--- src/rtl/core/assert_macros.svh ---
// Assertion macros for the RTL files that carry checks (here the top-level search module).
`ifndef ASSERT_MACROS_SVH
`define ASSERT_MACROS_SVH

// Same-cycle implication, disabled while reset is asserted.
`define ASSERT_IMP(lbl, clk, rst_n, a, b) \
    lbl: assert property (@(posedge clk) disable iff (!(rst_n)) (a) |-> (b)) \
        else $error("assertion failed: same-cycle implication");

// Next-cycle implication, disabled while reset is asserted.
`define ASSERT_NXT(lbl, clk, rst_n, a, b) \
    lbl: assert property (@(posedge clk) disable iff (!(rst_n)) (a) |=> (b)) \
        else $error("assertion failed: next-cycle implication");

`endif

--- src/rtl/core/steq_pkg.sv ---
// Shared widths, codes and controller/datapath types of the sorted table search.
package steq_pkg;

    localparam int KEY_W           = 16;
    localparam int TAG_W           = 16;
    localparam int IDX_W           = 6;
    localparam int CMD_W           = 2;
    localparam int TABLE_DEPTH_DEF = 64;

    localparam logic [CMD_W-1:0] CMD_CLEAR  = 2'd0;
    localparam logic [CMD_W-1:0] CMD_APPEND = 2'd1;
    localparam logic [CMD_W-1:0] CMD_SEARCH = 2'd2;

    // read address sources; the selected index also loads mid or pos
    localparam int RD_W = 3;
    localparam logic [RD_W-1:0] RD_NONE     = 3'd0;
    localparam logic [RD_W-1:0] RD_MID_INIT = 3'd1;
    localparam logic [RD_W-1:0] RD_MID_NEXT = 3'd2;
    localparam logic [RD_W-1:0] RD_MID_DN   = 3'd3;
    localparam logic [RD_W-1:0] RD_POS_DN   = 3'd4;
    localparam logic [RD_W-1:0] RD_MID_UP   = 3'd5;
    localparam logic [RD_W-1:0] RD_POS_UP   = 3'd6;

    typedef struct packed {
        logic            clear;
        logic            append;
        logic            search_load;
        logic            bis_update;
        logic            push_mid;
        logic            push_pos;
        logic            finish;
        logic [RD_W-1:0] rd_src;
    } t_dp_cmd;

    typedef struct packed {
        logic hit;
        logic bis_more;
        logic n_zero;
        logic mid_zero;
        logic pos_zero;
        logic mid_up_ok;
        logic pos_up_ok;
        logic out_free;
        logic pend_valid;
    } t_dp_stat;

endpackage

--- src/rtl/core/steq_in_if.sv ---
// Command channel: valid/ready handshake with command, key and record tag.
interface steq_in_if;
    import steq_pkg::*;

    logic             valid;
    logic             ready;
    logic [CMD_W-1:0] command;
    logic [KEY_W-1:0] key;
    logic [TAG_W-1:0] record_tag;

    modport source (output valid, output command, output key, output record_tag,
                    input ready);
    modport sink   (input valid, input command, input key, input record_tag,
                    output ready);
endinterface

--- src/rtl/core/steq_out_if.sv ---
// Result channel: valid/ready handshake with one search result.
interface steq_out_if;
    import steq_pkg::*;

    logic             valid;
    logic             ready;
    logic             found;
    logic [TAG_W-1:0] match_tag;
    logic [IDX_W-1:0] match_index;
    logic             last;

    modport source (output valid, output found, output match_tag, output match_index,
                    output last, input ready);
    modport sink   (input valid, input found, input match_tag, input match_index,
                    input last, output ready);
endinterface

--- src/rtl/core/sorted_table_equal_range_search.sv ---
// Sorted key/tag table with bisection search reporting every equal-key entry.
//
// i_in carries commands: clear (count to zero), append (store key and tag at
// the next position, dropped when the table is full) and search. o_out carries
// search results: found, match_tag, match_index and last on the final result.
// A search reports the probe hit, then matches below it in descending order,
// then matches above it in ascending order; with no match, or an empty table,
// it gives one result with found low and last high.
// Clear and append are done without leaving the idle state. A search runs
// P bisection probes (at most log2(TABLE_DEPTH) + 1, i.e. 7 for 64 entries),
// then S neighbor reads (one per match beside the probe hit, plus up to two
// misses that end the scans), and the final push; the single table read port
// sets one probe or scan step a cycle while the output register is free.
// Each match is held in a pending register until the next match or the final
// push moves it into the output register.
// i_in.ready is low while a search runs. A stalled receiver holds the output
// register, and the sequencer waits until it is free; new commands are taken
// as soon as a search has pushed its final result. Reset empties the table and
// drops any result in flight; the table memory itself is not cleared.
`include "assert_macros.svh"

module sorted_table_equal_range_search #(
    parameter int TABLE_DEPTH = steq_pkg::TABLE_DEPTH_DEF
) (
    input  logic        i_clk,
    input  logic        i_rst_n,
    steq_in_if.sink     i_in,
    steq_out_if.source  o_out
);
    import steq_pkg::*;

    t_dp_cmd  dp_cmd;
    t_dp_stat dp_stat;

    steq_ctrl u_ctrl (
        .i_clk     (i_clk),
        .i_rst_n   (i_rst_n),
        .i_valid   (i_in.valid),
        .i_command (i_in.command),
        .o_ready   (i_in.ready),
        .i_stat    (dp_stat),
        .o_cmd     (dp_cmd)
    );

    steq_datapath #(
        .TABLE_DEPTH (TABLE_DEPTH)
    ) u_datapath (
        .i_clk        (i_clk),
        .i_rst_n      (i_rst_n),
        .i_key        (i_in.key),
        .i_record_tag (i_in.record_tag),
        .i_cmd        (dp_cmd),
        .o_stat       (dp_stat),
        .o_out        (o_out)
    );

    // no held-back match may survive into the idle state
    `ASSERT_IMP(a_idle_no_pending, i_clk, i_rst_n, i_in.ready, !dp_stat.pend_valid)
    // a not-found result always closes its search
    `ASSERT_IMP(a_miss_is_last, i_clk, i_rst_n, o_out.valid && !o_out.found, o_out.last)
    // a search transfer always makes the sequencer busy
    `ASSERT_NXT(a_search_busy, i_clk, i_rst_n,
        i_in.valid && i_in.ready && (i_in.command == CMD_SEARCH), !i_in.ready)
    // results enter the output register only when it can take them
    `ASSERT_IMP(a_push_out_free, i_clk, i_rst_n,
        dp_cmd.push_mid || dp_cmd.push_pos || dp_cmd.finish, dp_stat.out_free)

endmodule

--- src/rtl/core/steq_ctrl.sv ---
// Search sequencer: decodes commands and steps bisection and neighbor scans.
module steq_ctrl (
    input  logic                      i_clk,
    input  logic                      i_rst_n,
    input  logic                      i_valid,
    input  logic [steq_pkg::CMD_W-1:0] i_command,
    output logic                      o_ready,
    input  steq_pkg::t_dp_stat        i_stat,
    output steq_pkg::t_dp_cmd         o_cmd
);
    import steq_pkg::*;

    localparam logic [2:0] S_IDLE   = 3'd0;
    localparam logic [2:0] S_PROBE  = 3'd1;
    localparam logic [2:0] S_DOWN   = 3'd2;
    localparam logic [2:0] S_UP     = 3'd3;
    localparam logic [2:0] S_FINISH = 3'd4;

    logic [2:0] r_state;
    logic [2:0] n_state;

    always_comb begin
        logic scan_down;
        logic scan_up;
        scan_down = 1'b0;
        scan_up   = 1'b0;
        n_state   = r_state;
        o_cmd     = '0;
        o_ready   = (r_state == S_IDLE);
        case (r_state)
            S_IDLE: begin
                if (i_valid) begin
                    case (i_command)
                        CMD_CLEAR:  o_cmd.clear  = 1'b1;
                        CMD_APPEND: o_cmd.append = 1'b1;
                        CMD_SEARCH: begin
                            o_cmd.search_load = 1'b1;
                            if (i_stat.n_zero) begin
                                n_state = S_FINISH;
                            end else begin
                                o_cmd.rd_src = RD_MID_INIT;
                                n_state      = S_PROBE;
                            end
                        end
                        default: ;
                    endcase
                end
            end
            S_PROBE: begin
                if (i_stat.out_free) begin
                    if (i_stat.hit) begin
                        o_cmd.push_mid = 1'b1;
                        scan_down      = 1'b1;
                    end else begin
                        o_cmd.bis_update = 1'b1;
                        if (i_stat.bis_more) o_cmd.rd_src = RD_MID_NEXT;
                        else                 scan_down    = 1'b1;
                    end
                end
            end
            S_DOWN: begin
                if (i_stat.out_free) begin
                    if (i_stat.hit) begin
                        o_cmd.push_pos = 1'b1;
                        if (i_stat.pos_zero) scan_up      = 1'b1;
                        else                 o_cmd.rd_src = RD_POS_DN;
                    end else begin
                        scan_up = 1'b1;
                    end
                end
            end
            S_UP: begin
                if (i_stat.out_free) begin
                    if (i_stat.hit) begin
                        o_cmd.push_pos = 1'b1;
                        if (i_stat.pos_up_ok) o_cmd.rd_src = RD_POS_UP;
                        else                  n_state      = S_FINISH;
                    end else begin
                        n_state = S_FINISH;
                    end
                end
            end
            S_FINISH: begin
                if (i_stat.out_free) begin
                    o_cmd.finish = 1'b1;
                    n_state      = S_IDLE;
                end
            end
            default: n_state = S_IDLE;
        endcase

        // downward scan starts below the last probe point
        if (scan_down) begin
            if (i_stat.mid_zero) begin
                scan_up = 1'b1;
            end else begin
                o_cmd.rd_src = RD_MID_DN;
                n_state      = S_DOWN;
            end
        end
        if (scan_up) begin
            if (i_stat.mid_up_ok) begin
                o_cmd.rd_src = RD_MID_UP;
                n_state      = S_UP;
            end else begin
                n_state = S_FINISH;
            end
        end
    end

    always_ff @(posedge i_clk) begin
        if (!i_rst_n) r_state <= S_IDLE;
        else          r_state <= n_state;
    end

endmodule

--- src/rtl/core/steq_datapath.sv ---
// Table storage, bisection bounds, scan index, pending result and output register.
module steq_datapath #(
    parameter int TABLE_DEPTH = steq_pkg::TABLE_DEPTH_DEF
) (
    input  logic                      i_clk,
    input  logic                      i_rst_n,
    input  logic [steq_pkg::KEY_W-1:0] i_key,
    input  logic [steq_pkg::TAG_W-1:0] i_record_tag,
    input  steq_pkg::t_dp_cmd         i_cmd,
    output steq_pkg::t_dp_stat        o_stat,
    steq_out_if.source                o_out
);
    import steq_pkg::*;

    localparam int AW = $clog2(TABLE_DEPTH);
    localparam int CW = $clog2(TABLE_DEPTH + 1);

    logic [KEY_W-1:0] r_key_mem [TABLE_DEPTH];
    logic [TAG_W-1:0] r_tag_mem [TABLE_DEPTH];

    logic [CW-1:0]    r_count;
    logic [KEY_W-1:0] r_key;
    logic [CW-1:0]    r_lo;
    logic [CW-1:0]    r_hi;     // exclusive upper bound
    logic [AW-1:0]    r_mid;
    logic [AW-1:0]    r_pos;
    logic [KEY_W-1:0] r_rd_key;
    logic [TAG_W-1:0] r_rd_tag;
    logic             r_pend_valid;
    logic [TAG_W-1:0] r_pend_tag;
    logic [AW-1:0]    r_pend_idx;
    logic             r_out_valid;
    logic             r_out_found;
    logic [TAG_W-1:0] r_out_tag;
    logic [IDX_W-1:0] r_out_idx;
    logic             r_out_last;

    logic          full;
    logic          hit;
    logic          key_lt;
    logic [CW-1:0] mid_ext;
    logic [CW-1:0] n_lo;
    logic [CW-1:0] n_hi;
    logic [CW:0]   bound_sum;
    logic [AW-1:0] mid_next;
    logic [CW-1:0] count_m1;
    logic [AW-1:0] mid_init;
    logic [AW-1:0] rd_addr;
    logic          rd_en;
    logic          push;
    logic          out_take;

    assign full     = (r_count >= CW'(TABLE_DEPTH));
    assign hit      = (r_rd_key == r_key);
    assign key_lt   = (r_key < r_rd_key);
    assign mid_ext  = CW'(r_mid);
    assign n_lo     = key_lt ? r_lo : mid_ext + CW'(1);
    assign n_hi     = key_lt ? mid_ext : r_hi;
    assign bound_sum = {1'b0, n_lo} + {1'b0, n_hi} - (CW + 1)'(1);
    assign mid_next = AW'(bound_sum >> 1);
    assign count_m1 = r_count - CW'(1);
    assign mid_init = AW'(count_m1 >> 1);
    assign push     = i_cmd.push_mid | i_cmd.push_pos;
    assign out_take = r_out_valid & o_out.ready;

    always_comb begin
        case (i_cmd.rd_src)
            RD_MID_INIT: rd_addr = mid_init;
            RD_MID_NEXT: rd_addr = mid_next;
            RD_MID_DN:   rd_addr = r_mid - AW'(1);
            RD_POS_DN:   rd_addr = r_pos - AW'(1);
            RD_MID_UP:   rd_addr = r_mid + AW'(1);
            RD_POS_UP:   rd_addr = r_pos + AW'(1);
            default:     rd_addr = r_mid;
        endcase
    end
    assign rd_en = (i_cmd.rd_src != RD_NONE);

    // table memory: one write port, one registered read port
    always_ff @(posedge i_clk) begin
        if (i_cmd.append && !full) begin
            r_key_mem[AW'(r_count)] <= i_key;
            r_tag_mem[AW'(r_count)] <= i_record_tag;
        end
        if (rd_en) begin
            r_rd_key <= r_key_mem[rd_addr];
            r_rd_tag <= r_tag_mem[rd_addr];
        end
    end

    // search registers
    always_ff @(posedge i_clk) begin
        if (i_cmd.search_load) begin
            r_key <= i_key;
            r_lo  <= '0;
            r_hi  <= r_count;
        end
        if (i_cmd.bis_update) begin
            r_lo <= n_lo;
            r_hi <= n_hi;
        end
        case (i_cmd.rd_src)
            RD_MID_INIT, RD_MID_NEXT:        r_mid <= rd_addr;
            RD_MID_DN, RD_POS_DN,
            RD_MID_UP, RD_POS_UP:            r_pos <= rd_addr;
            default: ;
        endcase
    end

    always_ff @(posedge i_clk) begin
        if (!i_rst_n) begin
            r_count      <= '0;
            r_pend_valid <= 1'b0;
            r_out_valid  <= 1'b0;
        end else begin
            if (i_cmd.clear)                r_count <= '0;
            else if (i_cmd.append && !full) r_count <= r_count + CW'(1);
            if (push)              r_pend_valid <= 1'b1;
            else if (i_cmd.finish) r_pend_valid <= 1'b0;
            if ((push && r_pend_valid) || i_cmd.finish) r_out_valid <= 1'b1;
            else if (out_take)                          r_out_valid <= 1'b0;
        end
    end

    // a match is held back one step so that last can be set on the final one
    always_ff @(posedge i_clk) begin
        if (push) begin
            r_pend_tag <= r_rd_tag;
            r_pend_idx <= i_cmd.push_mid ? r_mid : r_pos;
            if (r_pend_valid) begin
                r_out_found <= 1'b1;
                r_out_tag   <= r_pend_tag;
                r_out_idx   <= IDX_W'(r_pend_idx);
                r_out_last  <= 1'b0;
            end
        end else if (i_cmd.finish) begin
            r_out_found <= r_pend_valid;
            r_out_tag   <= r_pend_valid ? r_pend_tag : '0;
            r_out_idx   <= r_pend_valid ? IDX_W'(r_pend_idx) : '0;
            r_out_last  <= 1'b1;
        end
    end

    assign o_out.valid       = r_out_valid;
    assign o_out.found       = r_out_found;
    assign o_out.match_tag   = r_out_tag;
    assign o_out.match_index = r_out_idx;
    assign o_out.last        = r_out_last;

    assign o_stat.hit        = hit;
    assign o_stat.bis_more   = (n_lo < n_hi);
    assign o_stat.n_zero     = (r_count == '0);
    assign o_stat.mid_zero   = (r_mid == '0);
    assign o_stat.pos_zero   = (r_pos == '0);
    assign o_stat.mid_up_ok  = ((mid_ext + CW'(1)) < r_count);
    assign o_stat.pos_up_ok  = ((CW'(r_pos) + CW'(1)) < r_count);
    assign o_stat.out_free   = !r_out_valid || o_out.ready;
    assign o_stat.pend_valid = r_pend_valid;

endmodule
--- src/flat_wrapper.sv ---
// flat-port wrapper written by rule: the top's interface ports become plain ports
module sorted_table_equal_range_search_flat import steq_pkg::*;
#(
    parameter int TABLE_DEPTH = steq_pkg::TABLE_DEPTH_DEF
)
  (i_clk, i_rst_n, i_in_valid, i_in_command, i_in_key, i_in_record_tag, i_in_ready, o_out_valid, o_out_found, o_out_match_tag, o_out_match_index, o_out_last, o_out_ready);
  steq_in_if i_in_i ();
  steq_out_if o_out_i ();
  input  logic i_clk;
  input  logic i_rst_n;
  input wire logic [$bits(i_in_i.valid)-1:0] i_in_valid;
  input wire logic [$bits(i_in_i.command)-1:0] i_in_command;
  input wire logic [$bits(i_in_i.key)-1:0] i_in_key;
  input wire logic [$bits(i_in_i.record_tag)-1:0] i_in_record_tag;
  output wire logic [$bits(i_in_i.ready)-1:0] i_in_ready;
  output wire logic [$bits(o_out_i.valid)-1:0] o_out_valid;
  output wire logic [$bits(o_out_i.found)-1:0] o_out_found;
  output wire logic [$bits(o_out_i.match_tag)-1:0] o_out_match_tag;
  output wire logic [$bits(o_out_i.match_index)-1:0] o_out_match_index;
  output wire logic [$bits(o_out_i.last)-1:0] o_out_last;
  input wire logic [$bits(o_out_i.ready)-1:0] o_out_ready;
  assign i_in_i.valid = i_in_valid;
  assign i_in_i.command = i_in_command;
  assign i_in_i.key = i_in_key;
  assign i_in_i.record_tag = i_in_record_tag;
  assign i_in_ready = i_in_i.ready;
  assign o_out_valid = o_out_i.valid;
  assign o_out_found = o_out_i.found;
  assign o_out_match_tag = o_out_i.match_tag;
  assign o_out_match_index = o_out_i.match_index;
  assign o_out_last = o_out_i.last;
  assign o_out_i.ready = o_out_ready;
  sorted_table_equal_range_search #(.TABLE_DEPTH(TABLE_DEPTH)) u_core (.i_clk(i_clk), .i_rst_n(i_rst_n), .i_in(i_in_i), .o_out(o_out_i));
endmodule
--- config.mk ---
export PLATFORM = sky130hd
export DESIGN_NAME = sorted_table_equal_range_search_flat
export DESIGN_NICKNAME = d
export VERILOG_FILES = /design/src/rtl/core/steq_pkg.sv /design/src/rtl/core/steq_in_if.sv /design/src/rtl/core/steq_out_if.sv /design/src/rtl/core/sorted_table_equal_range_search.sv /design/src/rtl/core/steq_ctrl.sv /design/src/rtl/core/steq_datapath.sv /design/src/flat_wrapper.sv
export VERILOG_INCLUDE_DIRS = /design/src /design/src/rtl/core
export SDC_FILE = /design/constraint.sdc
export NUM_CORES = 2
export LEC_CHECK = 0
export BUFFER_PORTS_ARGS = -buffer_cell sky130_fd_sc_hd__buf_2
export CORE_UTILIZATION = 55
export DETAILED_ROUTE_END_ITERATION = 16
export PLACE_DENSITY = 0.73
export SYNTH_ARGS = -nofsm -noshare
export SYNTH_HDL_FRONTEND = slang
export SYNTH_SLANG_ARGS = --single-unit
--- constraint.sdc ---
create_clock -name i_clk -period 6.71 [get_ports i_clk]
set_clock_uncertainty 0.1 [all_clocks]
set_input_delay 1.342 -clock i_clk [delete_from_list [all_inputs] [get_ports i_clk]]
set_output_delay 1.342 -clock i_clk [all_outputs]
set_load 0.1 [all_outputs]
==> impl_metrics.yaml <==
outcome:
  status: "finished with violations"
  violations: "negative setup slack"
power:
  p_int_uw: 22000
  ir_worst_vdd_v: 0.000240
  p_comb_share_pct: 5.8
  power_density_nw_per_um2: 273
  switching_share_pct: 21.9
  seq_power_share_pct: 53.3
  p_switching_uw: 6180
  power.share.clock_pct: 40.9
  p_leak_uw: 0.0350
clocking:
  htreeDepth: 4
  cts_buffer_depth: 3
  clockRootBuffer: "clkbuf_16"
  path_clk_slew_ns: 0.06
  worstSkewPairLatency_ns: 0.87
  cts_made_buffers: 208
  cts_tree: "yes"
  cts_sinks: 2180
sta:
  min_period_ns: 6.76
  hold_viol: 0
  worst_slack_ns: -0.0504
  relSlewSlack_pct: 9.06
  period_share_pct: 101
  tightest_slew_ns: 1.36
  clock.fmax_ghz: 0.148
  setup_violations: 1
  setup_tns_ns: -0.0504
  drv_slew: 0
  whs_ns: 0.367
  rsz0062_at_grt: "true"
yosys:
  synth_top_cell_area_share_pct: 75.0
  synth_top_area_cell: "edfxtp_1"
  synth-xor-area-share_pct: 0.323
  netlist_instances: 5576
  synth-simple-area-share_pct: 9.18
  synth_top_family_by_area: "simple AND/OR/NAND/NOR gates"
  yosys_warnings: 0
  ys_async_sr_fraction_pct: 0
  yosys-top-cells-area: "edfxtp_1, nand2_1, mux4_2"
  synth_compound_area_share_pct: 5.90
  netlist_area_sq_um: 86900
  ys_types: 91
  synth_area_per_cell_sq_um: 15.6
  synth_fa_ha_area_share_pct: 0.781
  yosysMostFrequentCell: "edfxtp_1"
  synth_ff_type: "edfxtp_1"
  yosys_register_bits: 2180
  yosysSeqAreaShare_pct: 75.2
  syn_nets: 5666
  synth_common_cells: "edfxtp_1, nand2_1, nand3_1"
  synth_edf_count: 2168
  muxShareOfSynthArea_pct: 6.39
routing:
  first_iter_violations: 9442
  drc: 0
  vias: 56174
  via_per_inst: 6.64
  wire_per_inst_um: 32.7
  drtPass1Iterations: 9
  drtAntennaViolNets: 0
  drt_wl_total_mm: 276
global_route:
  grt_pass1_wl_mm: 385
  track_usage_pct: 34.4
  antenna_found_initial: 21
  grt_max_degree: 66
  overflow: 0
  grt_pass1_vias: 54112
critical_path:
  startpoint: "u_core.u_datapath.r_rd_key[1]"
  worstReg2RegStart: "u_core.u_datapath.r_rd_key[1]"
  cp.arrival_ns: 7.38
  crit_type: "reg2reg"
  crit_path_end_kind: "flop"
  worstSetupStartpointType: "flop"
  worst_ep_required_time_ns: 7.33
  worst-path-max-fanout: 14
placed_design:
  dpl_cell_area_sq_um: 94600
  dpl.hpwl_mm: 165
  place_congestion: 0.947
  dp.cells: 8016
  port_buffers: 63
floorplan:
  core.rowCount: 145
  fp.coreArea_sq_um: 157000
  die-area_sq_um: 160000
  die_y_um: 399
  ios: 64
  fp.dieW_um: 399
  start_util_pct: 55.5
finish:
  syn2layout_area_growth_pct: 18.7
  fill_cells: 10260
  layout.nets: 6310
  final_util_pct: 65.8
  stdcell_area_sq_um: 103000
  drive_above_1_share_pct: 22.2
  fin_cells: 8456
min_path:
  hp-start: "u_core.u_datapath.r_rd_tag[2]"
  hold_class: "reg2reg"
run:
  max_cap_violations: 0
## layout make-up
type	count	area, sq um	area share, %
antenna	5	12.5	0.0121
sequential	2180	65300	63.4
multi-input combinational	3009	21100	20.5
clock inverter	110	1060	1.03
timing repair buffer	770	7180	6.97
clock buffer	273	5560	5.40
inverter	51	235	0.228
tap	2058	2570	2.50
## metal layers
metal	part of all wire (%)	global-route usage, %	up-vias
met5	0.056	0	-
met4	6.6	19.5	20
met3	14	9.64	905
met2	45	51.7	4543
met1	34	45.3	27794
li1	-	-	22912
## registers in the layout, indices dropped and copies added, names as in the netlist, 3 cells and up
name / flops
u_core.u_ctrl.r_state: 3
u_core.u_datapath.o_out.match_index: 6
u_core.u_datapath.o_out.match_tag: 16
u_core.u_datapath.r_count: 7
u_core.u_datapath.r_hi: 7
u_core.u_datapath.r_key: 16
u_core.u_datapath.r_key_mem: 1024
u_core.u_datapath.r_lo: 7
u_core.u_datapath.r_mid: 6
u_core.u_datapath.r_pend_idx: 6
u_core.u_datapath.r_pend_tag: 16
u_core.u_datapath.r_pos: 6
u_core.u_datapath.r_rd_key: 16
u_core.u_datapath.r_rd_tag: 16
u_core.u_datapath.r_tag_mem: 1024
## worst paths after layout
check | endpoint | slack [ns] | cells past startpoint
max | u_core.u_datapath.r_rd_tag[11] | -0.05 | 27
min | u_core.u_datapath.r_pend_tag[2] | 0.37 | 0
max reg2reg | u_core.u_datapath.r_rd_tag[11] | -0.05 | 27
min reg2reg | u_core.u_datapath.r_pend_tag[2] | 0.37 | 0
## cells in the final DEF, fill, tap and decap left out, types with 46 or more instances in the layout
cell,synthesis,final
nor2b_1,51,49
a221oi_1,67,57
clkinv_1,3,46
clkbuf_1,119,58
nor2_4,0,69
buf_2,147,63
mux2i_1,259,250
buf_4,29,577
a31oi_1,114,108
nand2_1,1092,1086
mux4_2,129,129
buf_12,0,79
edfxtp_1,2168,2168
clkbuf_16,0,218
nand3_1,380,377
a32oi_1,86,79
nor2_1,141,66
a21oi_1,152,140
## per-stage QoR
stage	setup WS [ns]	power, uW
floorplan	0.101	15900
global placement	-1.20	16700
detailed placement	-1.22	16800
CTS	0.00285	28100
global route	-0.0836	28700
finish	-0.0504	28200
## power groups by stage
stage	clock (uW)	sequential [uW]	combinational, uW
finish	11500	15000	1630
global route	12000	15000	1670
CTS	11500	15000	1520
detailed placement	0	15300	1470
global placement	0	15300	1440
floorplan	0	15300	624
## cell families (layout without fill, tap and decap cells)
logic type | count (synthesis) | after routing
other | 0 | 5
multiplexers | 393 | 393
XOR/XNOR | 32 | 32
AO/OA/AOI/OAI | 711 | 711
adder cells (fa/ha/maj) | 54 | 54
flip-flops | 2180 | 2180
buffers and inverters | 388 | 1204
AND/OR/NAND/NOR | 1818 | 1819
## critical path, stage by stage, from the launching register on
cell and delay [ns]:
edfxtp_1 0.39, inv_2 0.08, ha_4 0.20, nor2b_4 0.12
o211ai_1 0.28, a2111oi_4 0.12, or3_4 0.52, buf_12 0.17
mux2i_4 0.18, inv_2 0.10, ha_4 0.20, a211o_1 0.25
o32a_1 0.31, nand2b_4 0.17, a311oi_2 0.37, buf_4 0.17
a22oi_2 0.11, buf_4 0.17, a2111o_1 0.42, nand2_8 0.14
buf_4 0.13, nor2_4 0.04, buf_4 0.19, buf_4 0.26
a32oi_2 0.27, a31oi_4 0.22, nor4_4 0.51, and4_4 0.37
## timing repair
action	CTS	global route
gates resized for setup	102	142
pin swaps	22	38
cloned	5	6
buffers inserted	18	27
hold buffers	0	0
setup endpoints to repair	32	32
Power figures use the tool's default switching activity.
